**src/rtl/core/dro_pkg.sv**
```systemverilog
`timescale 1ns / 1ps
// ----------------------------------------------------------------------------
// dro_pkg
// Shared constants, angle table and interface types of the odometry core.
// ----------------------------------------------------------------------------
package dro_pkg;

   localparam int CordicSteps = 16;
   localparam int StepW       = 5;
   localparam int XyW         = 40;
   localparam int AngW        = 36;
   localparam int MulW        = 32;

   localparam logic signed [AngW-1:0] AngPi     = 36'sd843314857;
   localparam logic signed [AngW-1:0] AngTwoPi  = 36'sd1686629714;
   localparam logic signed [AngW-1:0] AngHalfPi = 36'sd421657428;
   localparam logic signed [XyW-1:0]  CordicGain = 40'sd652032875;

   typedef struct packed {
      logic                  load;
      logic                  step;
      logic                  vectoring;
      logic signed [XyW-1:0]  x0;
      logic signed [XyW-1:0]  y0;
      logic signed [AngW-1:0] z0;
   } cordic_cmd_type;

   typedef struct packed {
      logic signed [XyW-1:0]  x;
      logic signed [XyW-1:0]  y;
      logic signed [AngW-1:0] z;
      logic                   last;
   } cordic_res_type;

   function automatic logic signed [AngW-1:0] atan_entry(input logic [StepW-1:0] k);
      logic signed [AngW-1:0] r;
      unique case (k)
         5'd0:  r = 36'sd210828714;
         5'd1:  r = 36'sd124459457;
         5'd2:  r = 36'sd65760959;
         5'd3:  r = 36'sd33381290;
         5'd4:  r = 36'sd16755422;
         5'd5:  r = 36'sd8385879;
         5'd6:  r = 36'sd4193963;
         5'd7:  r = 36'sd2097109;
         5'd8:  r = 36'sd1048571;
         5'd9:  r = 36'sd524287;
         5'd10: r = 36'sd262144;
         5'd11: r = 36'sd131072;
         5'd12: r = 36'sd65536;
         5'd13: r = 36'sd32768;
         5'd14: r = 36'sd16384;
         5'd15: r = 36'sd8192;
         5'd16: r = 36'sd4096;
         5'd17: r = 36'sd2048;
         5'd18: r = 36'sd1024;
         5'd19: r = 36'sd512;
         5'd20: r = 36'sd256;
         5'd21: r = 36'sd128;
         5'd22: r = 36'sd64;
         5'd23: r = 36'sd32;
         default: r = '0;
      endcase
      return r;
   endfunction

endpackage

```
**src/rtl/core/dro_mul.sv**
```systemverilog
`timescale 1ns / 1ps
// ----------------------------------------------------------------------------
// dro_mul
// Shared signed multiplier with a registered product.
// ----------------------------------------------------------------------------
module dro_mul (
   input  logic                                clock,
   input  logic signed [dro_pkg::MulW-1:0]     op_a,
   input  logic signed [dro_pkg::MulW-1:0]     op_b,
   output logic signed [2*dro_pkg::MulW-1:0]   prod_ff
);

   always_ff @(posedge clock) begin
      prod_ff <= op_a * op_b;
   end

endmodule

```
**config.mk**
```make
export PLATFORM = sky130hd
export DESIGN_NAME = dro_mul
export DESIGN_NICKNAME = d
export VERILOG_FILES = /design/src/rtl/core/dro_pkg.sv /design/src/rtl/core/dro_mul.sv
export SDC_FILE = /design/constraint.sdc
export NUM_CORES = 2
export LEC_CHECK = 0
export ABC_AREA = 1
export BUFFER_PORTS_ARGS = -buffer_cell sky130_fd_sc_hd__buf_2
export CORE_MARGIN = 2
export CORE_UTILIZATION = 50
export DETAILED_ROUTE_END_ITERATION = 8
export GPL_TIMING_DRIVEN = 0
export PLACE_DENSITY_LB_ADDON = 0.1
export SLEW_MARGIN = 20
export SYNTH_ARGS = -nofsm -noshare
export SYNTH_HDL_FRONTEND = slang
export SYNTH_SLANG_ARGS = --single-unit
```
**constraint.sdc**
```tcl
create_clock -name clock -period 10.4 [get_ports clock]
set_input_delay 1.04 -clock clock [delete_from_list [all_inputs] [get_ports clock]]
set_output_delay 1.04 -clock clock [all_outputs]
set_load 0.02 [all_outputs]
```
## After elaboration in Yosys (flattened, before gate mapping)

Cells that the tools add are included.

| word-level totals | value |
|---|---|
| logic and storage cells | 2 |
| input port bits | 65 |
| register bits after elaboration | 64 |

| cells by class | value |
|---|---|
| multiply operators | 1 |

Operators with widths:

| cell | number |
|---|---|
| 32-bit by 32-bit multiplier with 64-bit output | 1 |

## Longest topological paths before layout

| logic depth | value |
|---|---|
| depth in word-level cells | 1 |
| depth in mapped cells | 31 |
| gate-level depth less buffers | 30 |

## Least setup slack after synthesis

No wires, ideal clock.

| timing path | value |
|---|---|
| kind | input to register |
| start point | in op_a[31] (netlist bit) |
| end point | reg prod_ff[59] (netlist bit) |
| slack | 2716 ps |
| cell stages on the path | 27 |
| buffers on the path | 1 |
| library setup time | 113 ps |
| arrival time | 7572 ps |
| cells stage by stage | clkbuf_1 > nand2_1 > inv_1 > fa_1 > inv_1 > fa_1 > inv_1 > fa_1 > fa_1 > inv_1 > fa_1 > inv_1 > fa_1 > inv_1 > fa_1 > fa_1 > inv_1 > ha_1 > nand2_2 > nor2_1 > inv_1 > nor2_1 > nand2_1 > nor3_1 > nand2_1 > nand4_1 > nand2_1 |

| between the ends | value |
|---|---|
| longest elaborated chain between the ends | 1 |

Ends and longest elaborated chain:

| what | RTL line | text |
|---|---|---|
| from (decl) | dro_mul.sv:8 | `input logic signed [dro_pkg::MulW-1:0] op_a,` |
| 32-bit by 32-bit multiplier with 64-bit output | dro_mul.sv:14 | `prod_ff <= op_a * op_b;` |
| to (signal assigned) | dro_mul.sv:14 |  |
| to (decl) | dro_mul.sv:10 | `output logic signed [2*dro_pkg::MulW-1:0] prod_ff` |

Every way passes these cells.

## Worst setup path in the final report

| timing path | value |
|---|---|
| start point | in op_a[31] (netlist bit) |
| end point | reg prod_ff[56] (netlist bit) |

Same word-level chain as after synthesis.

==> impl_metrics.json <==
{
  "coreArea_sq_um": 79300,
  "die_w_microns": 288,
  "start_util": 0.507,
  "wl_met2_microns": 65100,
  "status": "finished clean",
  "antenna_found_initial": 4,
  "ctsHtreeMaxLevel": 3,
  "slew_headroom": 0.137,
  "grt_pass1_wl_microns": 217000,
  "end_kind": "register",
  "first_pass_iters": 7,
  "hold_path_end": "prod_ff[0]",
  "worstSetupStartpointType": "input pin",
  "top_register": "prod_ff",
  "critical_path.max_fanout": 13,
  "yosysWarnings": 0,
  "dieArea_sq_um": 82700,
  "gr-usage-all-layers": 0.365,
  "layout-drive-gt1-share": 0.0435,
  "num_vias": 32522,
  "rsz0062_at_grt": "false",
  "avgSynthCellArea_sq_um": 7.85,
  "setup_tns_ps": 0,
  "topRoutingLayerUsed": "met5",
  "io_pins": 129,
  "tightestPinTransition_ps": 1290,
  "drc": 0,
  "cp-startpoint": "op_a[31]",
  "grt_max_degree": 23,
  "place.gp.congestion": 1.03,
  "io_buffers": 128,
  "synth.distinct_cells": 27,
  "synth_fp_nets": 6455,
  "synth_area_sq_um": 40200,
  "postCtsResizedCells": 0,
  "arrival_ps": 9580,
  "cts.path.max_buffers": 2,
  "clk_pin_slew_ps": 60,
  "cts_buffers": 9,
  "synth-seq-cells": 64,
  "overflow": 0,
  "cts_tree": "built",
  "syn_to_final_growth_pct": 5.76,
  "grt_pass1_vias": 33439,
  "hold_depth": 3,
  "hold_buffers": 0,
  "synthCells": 5124,
  "finalHoldViolations": 0,
  "reg.largest.list": "prod_ff (64)",
  "slew_violations": 0,
  "fin_crit_ps": 9350,
  "period_share": 0.899,
  "hp-class": "input pin to register",
  "viasPerCell": 5.15,
  "required_ps": 10630,
  "dp_hpwl_microns": 128000,
  "met3_length_microns": 15300,
  "post-cts-setup-buffers": 0,
  "max_freq_ghz": 0.107,
  "drv_cap": 0,
  "first_iter_violations": 3113,
  "crit_type": "input pin to register",
  "dieHeight_microns": 288,
  "min-delay-start": "op_b[0]",
  "wl_microns": 144000,
  "largest_register_ffs": 64,
  "clock-sinks": 64,
  "ys_seq_area_frac": 0.0319,
  "wl_per_cell_microns": 22.8,
  "final_nets": 6594,
  "setup_viol": 0,
  "drtAntennaViolNets": 0,
  "met1_length_microns": 56600,
  "num_rows": 103,
  "root_buffer": "clkbuf_16"
}
[logic make-up (layout without fill, tap and decap cells)]
logic type,Yosys count,count (layout),share of synthesized area
flops,64,64,0.0319
xor+xnor,34,34,0.00741
simple gates,1773,1773,0.175
fa+ha+maj,1266,1266,0.596
other cells,0,3,0
buf+inv,1892,2036,0.177
compound gates,95,95,0.0126
[layer usage]
layer	global-route usage	up-vias
li1	-	14241
met1	0.496	16338
met2	0.568	1603
met3	0.0809	338
met4	0.147	2
met5	0	-
[cells in the mapped netlist]
cell / count / share of area
a21o_1: 2 / 0.00037
nand3_2: 6 / 0.0015
nor2_4: 3 / 0.00084
a21oi_2: 1 / 0.00022
nor3_2: 5 / 0.0012
or2_2: 7 / 0.0011
dfxtp_1: 64 / 0.032
xnor2_1: 3 / 0.00065
o21ai_0: 17 / 0.0021
nor2_1: 93 / 0.0087
o21bai_1: 8 / 0.0015
nand2_2: 21 / 0.0033
nor3_1: 11 / 0.0014
o21a_1: 1 / 0.00019
nand2_1: 1504 / 0.14
nand3_1: 73 / 0.0091
inv_1: 1692 / 0.16
a21oi_1: 62 / 0.0077
ha_1: 184 / 0.057
fa_1: 1082 / 0.54
nand3b_1: 6 / 0.0011
inv_2: 8 / 0.00075
o21ai_1: 4 / 0.00050
clkbuf_1: 192 / 0.018
nand4_1: 13 / 0.0020
xor2_1: 31 / 0.0068
nor2_2: 31 / 0.0048
[worst max-delay path, cell delays in order]
cell	delay [ps]
buf_2	120
clkbuf_1	600
nand2_1	270
inv_1	160
fa_1	410
inv_1	250
fa_1	490
inv_1	240
fa_1	510
fa_1	930
inv_1	520
fa_1	620
inv_1	60
fa_1	530
inv_1	60
fa_1	510
fa_1	530
inv_1	40
ha_1	440
nand2_1	170
nor2_1	160
inv_1	80
nor2_1	280
nand2_1	150
nor3_2	120
nand2_1	80
nand3_1	80
nand2_1	80
[placed cells by master (no fill, tap or decap), drive strengths merged]
master  Yosys  layout
inv      1700    1703
nand2    1525    1525
fa       1082    1082
clkbuf    192     201
ha        184     184
buf         0     128
nor2      127     127
nand3      79      79
dfxtp      64      64
a21oi      63      63
xor2       31      31
o21ai      21      21
nor3       16      16
nand4      13      13
o21bai      8       8
or2         7       7
nand3b      6       6
diode       0       3
xnor2       3       3
bufinv      0       3
a21o        2       2
o21a        1       1
clkinv      0       1
[cell type report]
type,count,area [sq um]
Antenna cell,3,7.51
Buffer,192,723
Clock buffer,9,225
Clock inverter,7,125
Fill cell,7759,36700
Inverter,1700,6380
Multi-Input combinational cell,3168,31800
Sequential cell,64,1280
Tap cell,1050,1310
Timing Repair Buffer,128,641
[worst max path at each step]
stage / slack, ps / cells past startpoint / endpoint
3_3_place_gp: 730 / 28 / prod_ff[57]
5_1_grt: 490 / 28 / prod_ff[57]
3_5_place_dp: 690 / 28 / prod_ff[57]
6_report: 1050 / 28 / prod_ff[56]
4_1_cts: 1050 / 28 / prod_ff[57]
2_1_floorplan: 2720 / 27 / prod_ff[59]
[through the flow]
stage	cells	worst slack, ps	hold WS (ps)	util	cell area [sq um]
after floorplan	5124	2720	1140	-	40200
after global placement	6302	733	1350	0.532	42200
after detailed placement	6302	693	1370	0.532	42200
after CTS	6318	1050	998	0.536	42500
after global routing	6318	494	1020	0.536	42500
final	6321	1050	1000	0.537	42500
Power is left out: the tool's default activity adds up to more than one toggle a clock period on the data nets, which glitch-free logic cannot reach.
